--- src/rtl/wfmj_pkg.sv ---
// ============================================================================
// wfmj_pkg
// Shared types and constants for the windowed feature match join block.
// ============================================================================
package wfmj_pkg;

    // Field widths of the stream payloads and configuration registers.
    localparam int FEAT_W       = 16;
    localparam int NUM_FEAT_IN  = 4;
    localparam int IN_DATA_W    = FEAT_W * NUM_FEAT_IN;
    localparam int WIN_W        = 17;
    localparam int FIU_W        = 3;
    localparam int CFG_ADDR_W   = 3;
    localparam int CFG_DATA_W   = WIN_W;
    localparam int OUT_IDX_W    = 6;
    localparam int OUT_MASK_W   = 64;
    localparam int OUT_DATA_W   = 72;

    // Register indexes on the configuration port.
    localparam logic [CFG_ADDR_W-1:0] REG_WINDOW_0        = 3'd0;
    localparam logic [CFG_ADDR_W-1:0] REG_FEATURES_IN_USE = 3'd4;

    typedef enum logic [1:0] {
        S_IDLE,
        S_SCAN,
        S_COMMIT
    } t_state;

    // Commands from the controller to the datapath.
    typedef struct packed {
        logic load;
        logic rd_step;
        logic commit;
    } t_dp_cmd;

    // Status from the datapath to the controller.
    typedef struct packed {
        logic full;
        logic ptr_end;
        logic rd_pend;
        logic out_free;
    } t_dp_sts;

endpackage

--- src/rtl/wfmj_ctrl.sv ---
// ============================================================================
// wfmj_ctrl
// Sequencer that accepts a row, steps the store scan and commits the result.
// ============================================================================
module wfmj_ctrl (
    input  logic               i_clk,
    input  logic               i_rst_n,
    input  logic               i_s_tvalid,
    output logic               o_s_tready,
    input  wfmj_pkg::t_dp_sts  i_sts,
    output wfmj_pkg::t_dp_cmd  o_cmd
);
    import wfmj_pkg::*;

    t_state r_state;
    t_state n_state;

    always_ff @(posedge i_clk) begin
        if (!i_rst_n) begin
            r_state <= S_IDLE;
        end else begin
            r_state <= n_state;
        end
    end

    always_comb begin
        n_state    = r_state;
        o_cmd      = '0;
        o_s_tready = 1'b0;
        unique case (r_state)
            S_IDLE: begin
                o_s_tready = 1'b1;
                if (i_s_tvalid) begin
                    o_cmd.load = 1'b1;
                    n_state    = S_SCAN;
                end
            end
            S_SCAN: begin
                // Issue one store read per cycle, then let the last compare drain.
                if (!i_sts.full && !i_sts.ptr_end) begin
                    o_cmd.rd_step = 1'b1;
                end else if (!i_sts.rd_pend) begin
                    n_state = S_COMMIT;
                end
            end
            S_COMMIT: begin
                if (i_sts.out_free) begin
                    o_cmd.commit = 1'b1;
                    n_state      = S_IDLE;
                end
            end
            default: begin
                n_state = S_IDLE;
            end
        endcase
    end

endmodule

--- config.mk ---
export PLATFORM = sky130hd
export DESIGN_NAME = wfmj_ctrl
export DESIGN_NICKNAME = d
export VERILOG_FILES = /design/src/rtl/wfmj_pkg.sv /design/src/rtl/wfmj_ctrl.sv
export SDC_FILE = /design/constraint.sdc
export NUM_CORES = 1
export LEC_CHECK = 0
export BUFFER_PORTS_ARGS = -buffer_cell sky130_fd_sc_hd__buf_2
export CORE_AREA = 2 2 39 41
export DETAILED_ROUTE_END_ITERATION = 10
export DIE_AREA = 0 0 41 43
export SYNTH_ARGS = -nofsm -noshare
export SYNTH_HDL_FRONTEND = slang
export SYNTH_SLANG_ARGS = --single-unit
--- constraint.sdc ---
create_clock -name i_clk -period 1.84 [get_ports i_clk]
set_input_delay 0.092 -clock i_clk [delete_from_list [all_inputs] [get_ports i_clk]]
set_output_delay 0.092 -clock i_clk [all_outputs]
set_load 0.02 [all_outputs]
==> results of run 1 <==
==> critical path, stage by stage, from the launching register on <==
cell and delay, ns:
sky130_fd_sc_hd__dfxtp_1 0.42, sky130_fd_sc_hd__nor2_1 0.09, sky130_fd_sc_hd__and2_1 0.15, sky130_fd_sc_hd__buf_2 0.15
==> per-layer routing <==
metal | routed length (um) | vias to the layer above | GRT usage (%)
li1 | - | 79 | -
met1 | 170 | 62 | 5.41
met2 | 134 | 11 | 6.25
met3 | 44 | 0 | 6.28
met4 | 0 | 0 | 4.00
met5 | 0 | - | 0
==> final cells by class <==
type / count / area share (%)
timing repair buffer: 10 / 22.5
clock buffer: 3 / 10.1
sequential: 2 / 18.0
inverter: 1 / 1.69
multi-input combinational: 12 / 38.8
tap: 16 / 8.99
==> cell families after synthesis <==
logic type,synth area share (%)
AND/OR/NAND/NOR,47.1
flip-flops,30.8
AO/OA/AOI/OAI,19.2
buffers and inverters,2.88
==> synthesized netlist by cell type, drive strengths merged <==
master	instances
nor2	3
dfxtp	2
a311oi	1
a41o	1
and2	1
and2b	1
and4bb	1
inv	1
nand2	1
nand2b	1
nor3b	1
or2	1
==> power by group through the flow <==
stage / logic [mW] / registers, mW / clock network (mW)
after CTS: 0.0346 / 0.0513 / 0.107
after global placement: 0.0338 / 0.0514 / 0
after detailed placement: 0.0346 / 0.0518 / 0
final: 0.0342 / 0.0511 / 0.101
after global routing: 0.0380 / 0.0522 / 0.113
after floorplan: 0.0210 / 0.0507 / 0
==> worst paths after layout <==
path / depth (start not counted) / end / slack [ns] / startpoint
worst max-delay path: 3 / o_cmd[2] / 0.71 / r_state[0]
worst min-delay path: 3 / r_state[0] / 0.15 / i_rst_n
worst max register to register: 2 / r_state[1] / 0.90 / r_state[0]
worst min register to register: 1 / r_state[0] / 0.59 / r_state[0]
==> placed cells by master, fill, tap and decap left out <==
master / n
sky130_fd_sc_hd__or2_1: 1
sky130_fd_sc_hd__clkbuf_4: 3
sky130_fd_sc_hd__buf_2: 10
sky130_fd_sc_hd__nand2b_1: 1
sky130_fd_sc_hd__and2_1: 1
sky130_fd_sc_hd__dfxtp_1: 2
sky130_fd_sc_hd__inv_1: 1
sky130_fd_sc_hd__and4bb_1: 1
sky130_fd_sc_hd__nor2_1: 3
sky130_fd_sc_hd__nand2_1: 1
sky130_fd_sc_hd__a41o_1: 1
sky130_fd_sc_hd__and2b_1: 1
sky130_fd_sc_hd__a311oi_2: 1
sky130_fd_sc_hd__nor3b_1: 1
==> stage by stage <==
stage               cells  hold WS [ns]  power, mW
floorplan              15         0.250     0.0718
global placement       41         0.378     0.0852
detailed placement     41         0.387     0.0864
CTS                    44         0.140      0.193
global route           44         0.158      0.203
finish                 44         0.149      0.186
==> flow_results.org, run 1 <==
** Outcome
- The run finished with clean final reports.

** Worst setup path
- Critical-path maximum fanout :: 7
- STA puts the critical path data arrival time at 1.04 ns.
- WP data required :: 1.75 ns
- Setup crit end kind :: primary output
- Kind of start point of the critical path :: register
- The worst setup path is of the reg -> out kind.

** GRT
- The via count of the first global-routing pass was 150.
- The initial antenna violation count came to 0.
- Global routing finished with a remaining overflow of 0.
- Across every metal layer, demand over resource in global routing totals 5.51%.
- Entering global routing, the biggest net connects 8 pins.
- The first global-routing pass estimated 558 um of wire.

** Layout
- Reg with most FFs :: r_state
- Fraction of final layout cells with drive strength greater than 1 :: 50.0%
- Area added between synthesis and finish :: 71.2%
- Final core occ :: 16.1%
- Sequential Area :: 40.0 um2
- The final layout contains 37 nets.
- Largest registers ranked by flip-flop count :: r_state (2)
- With fillers left out, the area of the finished cells amounts to 223 um2.
- Summing all multi-input logic gate instances after layout gives 86.3 um2.
- Counting the fill cells in the layout gives 158.
- Antenna Cells :: 0
- Flip-flop count of the largest register after layout :: 2

** Pwr
- For this design the ratio of total power to cell area is 836 nW/um2.
- Net load switching power :: 0.0508 mW
- Switching power share of the total :: 27.3%
- VDD IR-drop max :: 254 uV
- Combinational cells account for 18.3% of the total power.
- Summed over all cells, the static leakage comes to 0.117 nW.
- Cell internal power was estimated by the tool at 0.135 mW.
- The clock network is responsible for 54.2% of the overall power.
- Flop pwr share :: 27.5%

** Clocking
- No sink is reached through more buffers than the 2 on the longest clock path.
- TritonCTS built the clock tree.
- After clock tree synthesis, the clock-pin slew on the worst setup and hold paths is 0.03 ns.
- Hold-fix buffers, CTS :: 0
- For this design, the sink count on the clock tree is 2.
- Clk root buf :: sky130_fd_sc_hd__clkbuf_4
- Skew-Pair Late Insertion Delay :: 0.23 ns
- In this run, post-CTS repair resized a total of 0 instances.
- CTS H-tree lvls :: 1
- TritonCTS created 3 clock buffers.
- Post CTS Setup Buffer Count :: 0

** STA
- At the pin with the least slew margin, the transition time is 0.214 ns.
- The worst path meets setup with 0.706 ns of slack.
- Setup Viol. Count Final :: 0
- In the final timing run, aggregate negative setup slack is 0 ns.
- The count of final hold-check violations was 0.
- After layout, the minimum clock period comes to 1.13 ns.
- The worst pin sits at a relative slew slack of 85.7%.
- RSZ-0062 raised after global routing :: false
- Max Clock Skew :: 0.00529 ns
- Fmax achieved :: 882 MHz
- Share of the clock period used by the worst path :: 61.6%
- Slew Viols, Final :: 0

** Synth
- Synthesis produced a netlist with a net count of 22.
- Area contributors post-synth :: sky130_fd_sc_hd__dfxtp_1 31%, sky130_fd_sc_hd__a311oi_2 12%, sky130_fd_sc_hd__and4bb_1 9.6%
- Cell variety after synth :: 12
- Syn_area_per_cell :: 8.68 um2
- The cell area that synthesis handed to floorplanning was 130 um2.
- Warning count from the yosys run :: 0
- Flip-flop and latch count after synthesis :: 2
- Top cell type's share of synthesized area :: 30.8%
- Sequential cells were found to cover 30.8% of the synthesized design area.
- The largest total area in the synthesized netlist belongs to sky130_fd_sc_hd__dfxtp_1.
- Number of cells produced by synthesis :: 15

** Placement
- GPL Wtd Cong :: 0.587
- Area post-placement :: 200 um2
- At the placement stage, the worst setup path has a slack of 0.898 ns.
- During placement, the flow inserted port buffers numbering 10.
- The wire-length estimate of the detail-placed layout is 278 um.

** Floorplan
- Starting Density :: 9.40%
- Die area :: 1760 um2
- The die is 43 um tall.
- CORE AREA :: 1380 um2
- The floorplan step set the die width to 41 um.
- I/O pin cnt :: 11
- Standard-cell rows :: 14

** Run
- The tool flagged a number of max-cap violations equal to 0.

** Drt
- Routed via count :: 152
- Summed over all layers, the routed wires come to 350 um.
- Via density per instance :: 3.45
- Number of detailed-route iterations in the first pass :: 2
- Iter 0 DRT Violations :: 2
- In the routed design, unresolved DRC markers number 0.
- Detailed-route wire length per cell :: 7.95 um
- Post-route ant nets :: 0

** Min path
- The min-delay analysis places its worst path in the category in -> reg.
Note: power is estimated with default switching activity, not from simulation.
==> inputs of run 2 (changes only) <==
ABC_AREA = 1   (was unset)
clock period = 0.93 ns   (was 1.84 ns; I/O delays follow)
==> flow_results.org, run 2 <==
** Drt
- The detailed router used layers up to and including met4.
- The routed metal-1 wire length was 191 um (+12%).
- The via-per-instance ratio is 3.43 (-0.83%).
- Routed via count :: 185 (+22%)
- DRC :: 0 (unchanged)
- Post-route ant nets :: 0 (unchanged)
- Detailed-route wire length per cell :: 7.70 um (-3.2%)
- The detailed-routed wire length on met2 was 181 um (+35%).
- Number of detailed-route iterations in the first pass :: 2 (unchanged)
- The initial detailed-routing violation count was 2 (unchanged).
- The met3 wire length is 28 um (-36%).
- Total routed wirelength :: 416 um (+19%)

** Min path
- Class of the most critical hold timing path :: in -> reg
- Worst-case hold path end point :: r_state[0]
- Hold path startpoint :: i_rst_n
- Worst hold path depth :: 3 (unchanged)

** STA
- The max-slew violation count is 0 (unchanged).
- Fmax achieved :: 947 MHz
- Final setup slack of the worst path :: -0.126 ns (-0.832 ns)
- Min Tclk post-route :: 1.06 ns
- The count of final hold-check violations was 0 (unchanged).
- The final setup violation count was 4 (+4).
- Max Clock Skew :: 0.00404 ns (-0.00125 ns)
- The worst-case headroom to the max-slew limit came to 87.7% (+1.9 points).
- The final critical path takes up 114% of the cycle.
- The transition time at the pin with the least slew margin was 0.184 ns (-0.0302 ns).
- RSZ-0062 raised after global routing :: true

** Worst setup path
- The worst setup path is launched from a register.
- Reg2Reg Setup Slack :: 0.06 ns (-0.84 ns)
- Delay of the slowest cell on the worst path :: 0.36 ns (-0.06 ns)
- CP arrival :: 1.01 ns (-0.03 ns)
- By startpoint and endpoint, the worst setup path is classified as reg -> out.
- Critical path's slowest cell :: sky130_fd_sc_hd__dfxtp_4
- Series of cell instances along the critical path :: nor4_4 > buf_4
- The critical-path maximum fanout is 5 (-2).
- R2r endpoint :: r_state[1]
- On the critical path the largest part of the delay comes from flip-flops.
- The required time of the critical path is 0.88 ns (-0.87 ns).
- Launching element of the worst setup path :: r_state[1]
- The buffering stage count on the worst path with inverters included was 1 (unchanged).
- The number of cell instances on the worst register-to-register path was 5 (+3).
- Setup crit end kind :: primary output
- Beginning of the worst register-to-register path :: r_state[0]

** Synth
- The number of instances in the synthesized netlist came to 24 (+9).
- Yosys instantiated no cell more often than sky130_fd_sc_hd__inv_1.
- The proportion of synthesized chip area in sequential cells was 29.9% (-0.86 points).
- Netlist area before placement :: 134 um2 (+2.9%)
- The unique cell type count in the Yosys netlist came to 9 (-3).
- Proportion of register bits with asynchronous set or reset after synthesis :: 0% (unchanged)
- Flip-flop and latch count after synthesis :: 2 (unchanged)
- Post-synthesis net count :: 31 (+41%)
- Most common flop cell mapped by yosys :: sky130_fd_sc_hd__dfxtp_1
- Most area-hungry cell type in the Yosys netlist :: sky130_fd_sc_hd__dfxtp_1
- Sorting the synthesized cells by how often they occur yields 7 x sky130_fd_sc_hd__inv_1, 4 x sky130_fd_sc_hd__nand2_1, 4 x sky130_fd_sc_hd__nor2_1.
- The total number of yosys warnings came to 0 (unchanged).
- The fraction of post-synthesis cell area in the top cell type by area is 29.9% (-0.86 points).
- Syn_area_per_cell :: 5.58 um2 (-36%)
- The count of flip-flops with a built-in enable after synthesis was 0 (unchanged).
- By area the synthesized netlist is led by sky130_fd_sc_hd__dfxtp_1 30%, sky130_fd_sc_hd__inv_1 20%, sky130_fd_sc_hd__nand2_1 11%.

** Clocking
- CTS H-tree lvls :: 1 (unchanged)
- The number of buffers added by the clock tree synthesis step is 3 (unchanged).
- TritonCTS built the clock tree.
- Clock-pin slew reported for the worst setup and hold paths after clock tree synthesis :: 0.03 ns (about the same)
- The clock network latency to the later pin of the worst-skew pair came to 0.23 ns (about the same).
- Hold-fix buffers, CTS :: 0 (unchanged)
- CTS max path bufs :: 2 (unchanged)
- Clk root buf :: sky130_fd_sc_hd__clkbuf_4
- The total clock sinks was 2 (unchanged).

** Placement
- The post-placement worst setup slack was -0.0241 ns (-0.922 ns).
- The final RePlAce weighted congestion is 0.564 (-3.9%).
- The port buffer count was 10 (unchanged).
- The post-placement cell area was 218 um2 (+8.8%).

** Layout
- The antenna diode instance count was 0 (unchanged).
- The number of flip-flops in the largest register is 2 (unchanged).
- The ratio of cells with drive above 1 in the final layout is 55.3% (+5.3 points).
- Most used cells in the layout excluding fill and tap cells :: 6 x sky130_fd_sc_hd__buf_2, 5 x sky130_fd_sc_hd__inv_1, 4 x sky130_fd_sc_hd__nand2_1
- Cell area after layout :: 289 um2 (+30%)
- Ranked by flip-flop count, first place goes to r_state.
- Area added between synthesis and finish :: 116%
- Layout Nets :: 47 (+27%)
- The library cell used most frequently in the layout, excluding fill and tap cells, is sky130_fd_sc_hd__buf_2.
- Largest registers ranked by flip-flop count :: r_state (2)

** GRT
- Residual overflow from global routing :: 0 (unchanged)
- The first-pass GRT wire length was 503 um (-9.9%).
- Via count of the first global-routing pass :: 159 (+6.0%)
- The total track usage came to 4.71% (-0.80 points).
- The largest net degree at the start of global routing was 6 (-2).
- Number of antenna violations at the first check in global routing :: 0 (unchanged)

** Outcome
- Violated checks :: setup timing
- The flow ran to the end, but the final reports show violations.

** Floorplan
- Width of the die :: 41 um (unchanged)
- I/O pin cnt :: 11 (unchanged)
- Die area :: 1760 um2 (unchanged)
- Die Y :: 43 um (unchanged)
- Starting Density :: 9.67% (+0.27 points)
- The standard-cell row count was 14 (unchanged).
- The area inside the core boundary is 1380 um2 (unchanged).

** Run
- Total of max-cap violations :: 0 (unchanged)

** Pwr
- Static Leak :: 0.151 nW (+29%)
- Power per cell area :: 1520 nW/um2 (+82%)
- The peak supply drop was 322 uV (+27%).
run 2: cell count changes after synthesis, moves of 2 or more:
| cell | previous run | this run |
|---|---|---|
| sky130_fd_sc_hd__nand3_1 | 0 | 2 |
| sky130_fd_sc_hd__o21ai_1 | 0 | 2 |
| sky130_fd_sc_hd__inv_1 | 1 | 7 |
| sky130_fd_sc_hd__nand2_1 | 1 | 4 |
run 2: metal layers:
| metal | track usage (%) | up-vias |
|---|---|---|
| li1 | - | 100 |
| met1 | 5.11 | 73 |
| met2 | 5.00 | 10 |
| met3 | 3.14 | 2 |
| met4 | 6.00 | 0 |
| met5 | 0 | - |
run 2: worst max-delay path by stage:
stage | endpoint | depth (start not counted) | slack (ns)
2_1_floorplan | o_cmd[1] | 2 | -0.02
3_3_place_gp | r_state[1] | 5 | 0.004
3_5_place_dp | r_state[1] | 5 | -0.02
4_1_cts | o_cmd[1] | 2 | -0.16
5_1_grt | o_cmd[1] | 2 | -0.18
6_report | o_cmd[1] | 2 | -0.13
run 2: per-stage QoR:
stage | hold WS [ns] | util, % | cells | setup TNS [ns] | total power [mW]
3_3_place_gp | 0.253 | 15.7 | 50 | 0 | 0.199
5_1_grt | 0.0205 | 20.9 | 54 | -0.643 | 0.478
3_5_place_dp | 0.249 | 15.7 | 50 | -0.0281 | 0.201
4_1_cts | 0.0104 | 17.9 | 53 | -0.293 | 0.414
6_report | 0.0129 | 20.9 | 54 | -0.349 | 0.439
2_1_floorplan | 0.138 | - | 24 | -0.0205 | 0.166
run 2: worst register-to-register path, stage by stage (launching register included):
cell and delay [ns]:
sky130_fd_sc_hd__dfxtp_4 0.36, sky130_fd_sc_hd__inv_4 0.05, sky130_fd_sc_hd__nor2_1 0.11, sky130_fd_sc_hd__o21ai_1 0.10, sky130_fd_sc_hd__nand3_1 0.09, sky130_fd_sc_hd__a21oi_1 0.06
run 2: cell type report:
type	instances	area, um2
fill	170	1090
clock buffer	3	22.5
multi-input combinational	15	95.1
inverter	7	28.8
timing repair buffer	11	75.1
sequential	2	47.5
tap	16	20.0
run 2: cells by family (layout without fill, tap and decap cells):
kind of cell | count (synthesis) | after routing | share of synthesized area [%]
buf+inv | 7 | 21 | 19.6
simple gates | 12 | 12 | 39.3
compound gates | 3 | 3 | 11.2
flops | 2 | 2 | 29.9
run 2: report_power, final:
| group | internal [mW] | total [mW] | switching, mW |
|---|---|---|---|
| clock network | 0.143 | 0.203 | 0.0594 |
| registers | 0.0929 | 0.105 | 0.0122 |
| logic | 0.0629 | 0.131 | 0.0683 |
| total | 0.299 | 0.439 | 0.140 |
run 2: what timing repair did:
item                                    4_1_cts  5_1_grt
pin swaps                                     1        3
setup buffers                                 0        1
resized for setup                             5       10
endpoints found under the setup margin        6        6
